<file path="src/rtl/ss_pkg.sv">
// ----------------------------------------------------------------------------
// ss_pkg: shared definitions for the substring search block
// Character width and request type codes used by the block and its checker.
// ----------------------------------------------------------------------------
`default_nettype none

package ss_pkg;

  localparam int CHAR_W = 8;

  // Request type carried with every input transfer
  localparam logic REQ_TEXT    = 1'b0;
  localparam logic REQ_PATTERN = 1'b1;

endpackage

`default_nettype wire

</file>
<file path="src/rtl/ss_ram.sv">
// ----------------------------------------------------------------------------
// ss_ram: generic simple dual-port RAM
// One write port, one read port, read data registered.
// ----------------------------------------------------------------------------
`default_nettype none

module ss_ram #(
  parameter int WIDTH = 8,
  parameter int DEPTH = 128
) (
  input  wire logic                     clk,
  input  wire logic                     we,
  input  wire logic [$clog2(DEPTH)-1:0] waddr,
  input  wire logic [WIDTH-1:0]         wdata,
  input  wire logic [$clog2(DEPTH)-1:0] raddr,
  output logic      [WIDTH-1:0]         rdata
);

  logic [WIDTH-1:0] mem [DEPTH];

  always_ff @(posedge clk) begin
    if (we) begin
      mem[waddr] <= wdata;
    end
    rdata <= mem[raddr];
  end

endmodule

`default_nettype wire

</file>
<file path="src/rtl/substring_search.sv">
// ----------------------------------------------------------------------------
// substring_search: naive substring search over stored text and pattern
// Loads a text string, then a pattern string, and reports whether the
// pattern occurs as a contiguous run anywhere in the text.
// ----------------------------------------------------------------------------
// Usage:
//   Input channel: a character transfer happens on a rising edge with start
//   high and busy low. req_type selects text or pattern, is_last marks the
//   final character of a string. Load the text first, then the pattern.
//   Loading never stalls; characters past MAX_LEN are dropped and set the
//   overflow flag for the job.
//   After the last pattern character, busy rises and the search runs. Each
//   start position is checked by streaming text and pattern bytes out of two
//   RAMs, one compare per cycle; on a mismatch the search moves on to the
//   next start position, and a pattern longer than the text ends the search
//   with no compare at all. The first compare waits for the registered RAM
//   read data.
//   Result channel: done pulses for one cycle with found and overflow; the
//   receiver takes it in that cycle and cannot hold it off.
//   A text character after a finished job starts a new job. Characters that
//   do not fit the current phase are dropped without a result.
//   Reset clears the lengths, the flag and the phase; RAM contents are not
//   cleared, since only entries written in the current job are ever read.
//   No writes happen during the search, so reads never collide with writes.
// ----------------------------------------------------------------------------
`default_nettype none

module substring_search #(
  parameter int MAX_LEN = 128
) (
  input  wire logic                      clk,
  input  wire logic                      rst,
  input  wire logic                      start,
  output logic                           busy,
  input  wire logic                      req_type,
  input  wire logic [ss_pkg::CHAR_W-1:0] char_code,
  input  wire logic                      is_last,
  output logic                           done,
  output logic                           found,
  output logic                           overflow
);

  localparam int AW = (MAX_LEN > 1) ? $clog2(MAX_LEN) : 1;
  localparam int LW = $clog2(MAX_LEN + 1);
  localparam logic [LW-1:0] MAX_LEN_L = LW'(MAX_LEN);
  localparam logic [LW-1:0] ONE_L     = LW'(1);

  typedef enum logic [1:0] {
    ST_LOAD_TEXT,
    ST_LOAD_PAT,
    ST_SEARCH,
    ST_DONE
  } state_t;

  state_t state;

  // Job bookkeeping
  logic [LW-1:0] tlen;
  logic [LW-1:0] plen;
  logic          ovf;

  // Search pointers: start position and next pattern index to issue
  logic [LW-1:0] s;
  logic [LW-1:0] k;
  logic          rd_valid;   // RAM read data of an issued compare arrives
  logic          rd_last;    // that compare is the last pattern byte

  logic                      acc;
  logic                      t_we;
  logic                      p_we;
  logic [AW-1:0]             t_waddr;
  logic [AW-1:0]             t_raddr;
  logic [AW-1:0]             p_raddr;
  logic [ss_pkg::CHAR_W-1:0] t_rdata;
  logic [ss_pkg::CHAR_W-1:0] p_rdata;
  logic                      cmp_eq;
  logic [LW-1:0]             s_plus;
  logic [LW-1:0]             t_sum;
  logic [LW-1:0]             last_start;

  assign busy = (state == ST_SEARCH);
  assign acc  = start && !busy;

  // Write ports: append text/pattern at the current length, or restart at 0
  assign t_we = acc && (req_type == ss_pkg::REQ_TEXT) &&
                ((state == ST_DONE) || ((state == ST_LOAD_TEXT) && (tlen < MAX_LEN_L)));
  assign t_waddr = (state == ST_DONE) ? '0 : tlen[AW-1:0];
  assign p_we = acc && (req_type == ss_pkg::REQ_PATTERN) &&
                (state == ST_LOAD_PAT) && (plen < MAX_LEN_L);

  assign cmp_eq     = (t_rdata == p_rdata);
  assign s_plus     = s + ONE_L;
  assign t_sum      = s + k;
  assign last_start = tlen - plen;

  // Read addresses: on a mismatch restart at the next start position,
  // otherwise keep streaming the current alignment.
  always_comb begin
    if (rd_valid && !cmp_eq) begin
      t_raddr = s_plus[AW-1:0];
      p_raddr = '0;
    end else begin
      t_raddr = t_sum[AW-1:0];
      p_raddr = k[AW-1:0];
    end
  end

  ss_ram #(
    .WIDTH (ss_pkg::CHAR_W),
    .DEPTH (MAX_LEN)
  ) u_text_ram (
    .clk   (clk),
    .we    (t_we),
    .waddr (t_waddr),
    .wdata (char_code),
    .raddr (t_raddr),
    .rdata (t_rdata)
  );

  ss_ram #(
    .WIDTH (ss_pkg::CHAR_W),
    .DEPTH (MAX_LEN)
  ) u_pat_ram (
    .clk   (clk),
    .we    (p_we),
    .waddr (plen[AW-1:0]),
    .wdata (char_code),
    .raddr (p_raddr),
    .rdata (p_rdata)
  );

  always_ff @(posedge clk) begin
    if (rst) begin
      state    <= ST_LOAD_TEXT;
      tlen     <= '0;
      plen     <= '0;
      ovf      <= 1'b0;
      done     <= 1'b0;
      rd_valid <= 1'b0;
    end else begin
      done <= 1'b0;
      unique case (state)
        ST_LOAD_TEXT: begin
          if (acc && (req_type == ss_pkg::REQ_TEXT)) begin
            if (tlen < MAX_LEN_L) begin
              tlen <= tlen + ONE_L;
            end else begin
              ovf <= 1'b1;
            end
            if (is_last) begin
              state <= ST_LOAD_PAT;
            end
          end
        end
        ST_LOAD_PAT: begin
          if (acc && (req_type == ss_pkg::REQ_PATTERN)) begin
            if (plen < MAX_LEN_L) begin
              plen <= plen + ONE_L;
            end else begin
              ovf <= 1'b1;
            end
            if (is_last) begin
              state    <= ST_SEARCH;
              s        <= '0;
              k        <= '0;
              rd_valid <= 1'b0;
            end
          end
        end
        ST_SEARCH: begin
          if (plen > tlen) begin
            // Pattern longer than text: never found
            done     <= 1'b1;
            found    <= 1'b0;
            overflow <= ovf;
            rd_valid <= 1'b0;
            state    <= ST_DONE;
          end else if (rd_valid && cmp_eq && rd_last) begin
            done     <= 1'b1;
            found    <= 1'b1;
            overflow <= ovf;
            rd_valid <= 1'b0;
            state    <= ST_DONE;
          end else if (rd_valid && !cmp_eq) begin
            if (s == last_start) begin
              done     <= 1'b1;
              found    <= 1'b0;
              overflow <= ovf;
              rd_valid <= 1'b0;
              state    <= ST_DONE;
            end else begin
              // Advance to the next start position; byte 0 already issued
              s        <= s_plus;
              k        <= ONE_L;
              rd_valid <= 1'b1;
              rd_last  <= (plen == ONE_L);
            end
          end else if (k < plen) begin
            k        <= k + ONE_L;
            rd_valid <= 1'b1;
            rd_last  <= ((k + ONE_L) == plen);
          end else begin
            rd_valid <= 1'b0;
          end
        end
        ST_DONE: begin
          if (acc && (req_type == ss_pkg::REQ_TEXT)) begin
            // New job: this character lands at entry 0
            tlen  <= ONE_L;
            plen  <= '0;
            ovf   <= 1'b0;
            state <= is_last ? ST_LOAD_PAT : ST_LOAD_TEXT;
          end
        end
        default: begin
          state <= ST_LOAD_TEXT;
        end
      endcase
    end
  end

endmodule

`default_nettype wire

</file>
<file path="config.mk">
export PLATFORM = sky130hd
export DESIGN_NAME = substring_search
export DESIGN_NICKNAME = d
export VERILOG_FILES = /design/src/rtl/ss_pkg.sv /design/src/rtl/ss_ram.sv /design/src/rtl/substring_search.sv
export SDC_FILE = /design/constraint.sdc
export NUM_CORES = 2
export LEC_CHECK = 0
export BUFFER_PORTS_ARGS = -buffer_cell sky130_fd_sc_hd__buf_2
export CAP_MARGIN = 20
export CORE_UTILIZATION = 50
export DETAILED_ROUTE_END_ITERATION = 10
export PLACE_DENSITY = 0.64
export SLEW_MARGIN = 25
export SYNTH_ARGS = -nofsm -noshare
export SYNTH_HDL_FRONTEND = slang
export SYNTH_SLANG_ARGS = --single-unit
</file>
<file path="constraint.sdc">
create_clock -name clk -period 5.3 [get_ports clk]
set_input_delay 0 -clock clk [delete_from_list [all_inputs] [get_ports clk]]
set_output_delay 0 -clock clk [all_outputs]
set_load 0.02 [all_outputs]
</file>
**Word level (Yosys, flattened, before mapping)**

Memories as Yosys holds them, arrays and structs flattened. A register that Yosys moved wholly into a read port is not among the register bits.
Index checks and enable logic that the tools add are counted.
W data, S select, Z words.

- Bits in registers: 40
- Latch bits: 0
- RAM bits: 2048
- Bits in read-only memories: 0
- Input port bits: 13
- Output and inout port bits: 4
- Logic and storage cells: 151
- Memories: 2

- $add $sub $neg: 6
- $mul: 0
- Divide/modulo/power cells: 0
- Magnitude comparators: 4
- Equal/unequal tests: 25
- Shift-type cells: 0
- Multiplexer cells: 67
- Bitwise gates (word level): 5
- Reductions and logical operators: 31

Memory list:

| memory | depth | bits a word | read ports | clocked after Yosys merged registers in | wr ports | line | RTL |
|---|---|---|---|---|---|---|---|
| u_pat_ram.mem | 128 | 8 | 1 | 1 | 1 | ss_ram.sv:19 | `logic [WIDTH-1:0] mem [DEPTH];` |
| u_text_ram.mem | 128 | 8 | 1 | 1 | 1 | ss_ram.sv:19 |  |

Operator list:

| operator | count |
|---|---|
| $mux W8 | 17 |
| $pmux W8 S2 | 4 |
| $add A8 B1 Y8 const B | 4 |
| $mux W1 | 31 |
| $eq A8 B8 Y1 | 3 |
| $mux W7 | 3 |
| $mux W2 | 9 |
| $ne A2 B2 Y1 const B | 9 |
| $lt A8 B8 Y1 const B | 2 |
| $reduce_and A8 Y1 | 2 |
| $reduce_and A4 Y1 | 3 |
| $reduce_and A6 Y1 | 2 |
| $logic_and A1 B1 Y1 | 10 |
| $ne A2 B1 Y1 const B | 5 |
| $reduce_bool A3 Y1 | 3 |
| $eq A8 B1 Y1 const B | 1 |
| $gt A8 B8 Y1 | 1 |
| $lt A8 B8 Y1 | 1 |
| $ne A4 B1 Y1 const B | 2 |
| $pmux W2 S4 | 1 |
| $reduce_bool A2 Y1 | 4 |
| $sub A8 B8 Y8 | 1 |
| $add A7 B7 Y7 | 1 |
| $reduce_and A7 Y1 | 1 |
| other kinds (12) | 18 |

**Depth between registers and ports, before layout**

- Depth in word-level cells: 8
- Mapped depth: 15
- Gate-level depth less buffers: 12

**Hierarchy**

A second synthesis with hierarchy kept.

- Cell total of the unflattened synthesis: 3663
- Area, all modules: 82650.5 µm²

By module, submodules not included:

| module | times used | cells each | area each (µm²) |
|---|---|---|---|
| ss_ram | 2 | 1635 | 39665.5 |
| substring_search | 1 | 393 | 3319.4 |

**Least setup slack after synthesis**

Ideal clock, no wire load.

- Path type: reg-to-reg
- Start point: register plen[1]
- End point: register s[0], enable pin
- Setup time: 0.375 ns
- Arrival time: 2.903 ns
- Slack: 2.022 ns
- Stages on the path, launching flop included: 14
- Path buffers: 1
- Clock period less this slack: 3.278 ns
- Path through: dfxtp_1 -> clkbuf_1 -> inv_1 -> ha_1 -> nor2b_1 -> o21ai_0 -> a21boi_0 -> o21a_1 -> o21a_1 -> o21a_1 -> or3_1 -> nand3_1 -> nand3_1 -> a21oi_1

- Longest elaborated chain between the ends: 4
- Elaborated cells between the ends (all ways): 6

Ends and longest elaborated chain:

| item | line | RTL |
|---|---|---|
| from (decl) | substring_search.sv:59 | `logic [LW-1:0] plen;` |
| from (signal assigned) | substring_search.sv:158 | `plen <= plen + ONE_L;` |
| $sub A8 B8 Y8 | substring_search.sv:94 | `assign last_start = tlen - plen;` |
| $eq A8 B8 Y1 | substring_search.sv:185 | `if (s == last_start) begin` |
| $ne A2 B2 Y1 (no source line) | n/a |  |
| $reduce_and A8 Y1 (no source line) (*) | n/a |  |
| to (signal assigned) | substring_search.sv:193 | `s <= s_plus;` |
| to (decl) | substring_search.sv:63 | `logic [LW-1:0] s;` |

Every way passes the cells marked *; elsewhere a longest branch is shown, timed or not.
A chain may end at the register's enable or synchronous reset.

**Worst setup path in the final report**

- Start point: register u_pat_ram.rdata[0], read port of u_pat_ram.mem
- End point: register u_pat_ram.rdata[1], read port of u_pat_ram.mem

- Longest elaborated chain between the ends: 4

Ends and longest elaborated chain:

| item | line | RTL |
|---|---|---|
| from (decl) | ss_ram.sv:16 | `output logic [WIDTH-1:0] rdata` |
| $eq A8 B8 Y1 | substring_search.sv:91 | `assign cmp_eq = (t_rdata == p_rdata);` |
| $logic_not A1 Y1 | substring_search.sv:99 | `if (rd_valid && !cmp_eq) begin` |
| $logic_and A1 B1 Y1 | substring_search.sv:99 |  |
| $mux W7 | substring_search.sv:99 |  |

No other way between the ends.

==> run summary <==
Cells on Worst Hold Path: 2
Period utilization: 89.0%
Antenna Nets Post-Route: 0
Die W: 415 um
CTS H-tree depth: 4
Maxcap violations: 0
Clock Root Buffer: clkbuf_16
DRC viols: 4
Distinct cell type count after synthesis: 81
Commonest cells post-synth: edfxtp_1 (2067), nand2_1 (397), nor2_1 (351)
PwrDens: 365 mW/mm^2
Vias per Instance: 6.27
Internal Pwr Total: 26700 uW
CP peak stage delay: 0.94 ns
Dominant cell type by area after synthesis: edfxtp_1
Core Rows: 151
RSZ-0062 raised after global routing: false
Ranking of synthesized cells by area: edfxtp_1 (73%), mux4_2 (5.6%), mux2i_1 (2.8%)
Share of layout cells above drive strength 1: 15.9%
Most common cell in the netlist: edfxtp_1
Die area: 0.172 mm^2
Critical path's slowest cell: nor4_2
Clk pwr share: 40.3%
Ports: 17
FF-to-FF End: u_pat_ram.rdata[1]
Worst-margin pin slew: 1.28 ns
Worst min path class: in -> reg
R2r setup slk: 0.58 ns
Initial antenna violation count: 5
Most frequent CP cell: buf_4
Final setup fails: 0
PortBufs: 16
Critical Path Source Type: register
Violated checks: design-rule violations
RR Startpoint: u_pat_ram.rdata[0]
DRT Pass-1 Iters: 9
Net Sw Frac: 22.4%
Post-CTS Resized: 0
Combinational Power Share: 6.3%
Top cell type's share of synthesized area: 72.9%
GRT overflow: 0
Worst EP arrival: 5.35 ns
Worst reg-to-reg path cell count: 12
Peak VDD IR: 298 uV
Vert. Die Dim: 415 um
Vias in the first global route: 46300
Setup crit end kind: register
Worst Setup Path Type: reg -> reg
CTS tree: done
Synth async-reset ratio: 0%
Main synth FF type: edfxtp_1
Net Switching: 7710 uW
Worst Path Max Fanout: 51
Final core utilization: 55.8%
Setup_tns: 0 ns
Layout Nets: 5204
Status: finished, violations left
Slew headroom: 14.4%
DP Wirelength: 126 mm
Synthesis Warnings: 0
WL final: 213 mm
WL/cell: 28.2 um
Clock Latency Late Sink: 0.83 ns
Syn avg cell area: 16.7 um^2
Total nets after synthesis: 5155
Starting density of the core: 50.3%
Clock slew at reported path FFs: 0.06 ns
Max-slew violation count: 0
Final Hold Fails: 0
Number of DRC markers in iteration 0: 5830
TritonCTS Buffers: 204
Worst Skew: 0.0292 ns
Largest net degree at the start of global routing: 201
Clk sinks: 2104
Post-Synthesis Cells: 5111
Total GRT Usage: 24.7%
Pleak: 0.0301 uW
CTS max path bufs: 3
First-pass GRT wire length: 316 mm
EDFF count, synth: 2067
Total core area: 0.169 mm^2
FF+latch count, synth: 2104
Vias: 47300
Sequential share of the synthesized area: 73.7%
Endpoint of the worst hold path: u_pat_ram.mem[65][6]
Peak Freq: 0.212 GHz
Crit-path cells: xnor2_1 > nand4_2 > o21ai_4 > buf_4 > nand2_8 > buf_4 > buf_4 > mux4_2 > o21ai_0 > a211oi_1 > a31oi_1 > nor4_2
RD Place Congestion: 0.890
Data required time of the critical path: 5.94 ns
Area grow syn2layout: 10.9%
Synth Cell Area: 0.0852 mm^2
Hold Startpoint: char_code[6]
Seq pwr share: 53.3%
Period minus WS final: 4.72 ns
placed cells by master (no fill, tap or decap), types with 53 or more instances in the layout:
cell and n:
o22ai_1 171, o21ai_0 103, buf_4 111, mux2i_1 238, o211ai_1 157, nand3_1 100
clkinv_1 56, clkbuf_16 208, mux2_2 162, nor2_1 351, a21oi_1 144, nand2_1 395
edfxtp_1 2067, mux4_2 210, o221ai_1 53
registers in the layout (all words and copies together) (netlist names), 2 cells and up:
name and cells:
k 8, u_pat_ram.rdata 8, plen 8, tlen 8, s 8, state 2, u_text_ram.mem 1024, u_pat_ram.mem 1024
u_text_ram.rdata 8
routing by layer:
metal / global-route usage [%] / part of all wire [%]
met3: 4.72 / 7.9
met4: 8.74 / 3.6
met5: 0 / 0.017
met1: 35.0 / 41
met2: 38.3 / 47
area by class of cell:
type,count,area [um^2]
sequential,2104,62800
clock buffer,261,5420
antenna,3,7.51
tap,2218,2780
timing repair buffer,171,1650
inverter,53,199
fill,13000,74800
multi-input combinational,2626,20700
clock inverter,114,887
critical path: cells and delay by family (launching register included):
kind                      cells  cell delay (ns)
xor gates and xnor gates      1             0.18
DFF                           1             0.31
AOI/OAI and AO/OA             4             1.17
muxes                         1             0.33
buffers and inverters         3             0.88
and+or+nand+nor               3             1.60
logic make-up after synthesis:
| kind of cell | share of synthesized area, % |
|---|---|
| XOR/XNOR | 0.555 |
| flip-flops | 73.7 |
| multiplexers | 10.5 |
| buffers and inverters | 2.13 |
| AND/OR/NAND/NOR | 5.08 |
| AO/OA/AOI/OAI | 7.49 |
| adder cells (fa/ha/maj) | 0.473 |
power by group through the flow:
stage,registers (uW),logic [uW],clock network (uW)
CTS,18400,2170,14100
floorplan,18700,1220,0
detailed placement,18700,2150,0
global placement,18700,2120,0
global route,18400,2310,14700
finish,18400,2190,13900
repair_timing:
| action | in CTS | in global routing |
|---|---|---|
| buffers inserted | 0 | 0 |
| hold endpoints to repair | 837 | 0 |
| hold buffers | 16 | 0 |
through the flow:
step                hold slack [ns]  setup slack [ns]  area (um^2)  std cells  power, uW
floorplan                    0.0989              2.02        85200       5111      19900
global placement              0.318            0.0807        87900       7150      20800
detailed placement            0.325             0.752        88000       7156      20900
CTS                           0.126             0.725        94500       7547      34600
global route                  0.153             0.324        94500       7547      35300
finish                        0.153             0.584        94500       7550      34400
how the worst max path moves through the flow:
stage	from	to	slack (ns)	cells after the start
finish	u_pat_ram.rdata[0]	u_pat_ram.rdata[1]	0.58	12
floorplan	plen[1]	s[0]	2.02	13
detailed placement	u_pat_ram.rdata[0]	u_pat_ram.rdata[1]	0.75	12
global placement	u_pat_ram.rdata[2]	u_pat_ram.rdata[2]	0.08	12
CTS	u_pat_ram.rdata[0]	u_pat_ram.rdata[1]	0.73	12
global route	u_pat_ram.rdata[0]	u_pat_ram.rdata[6]	0.32	12
No activity file was read; power rests on OpenSTA's default activity.
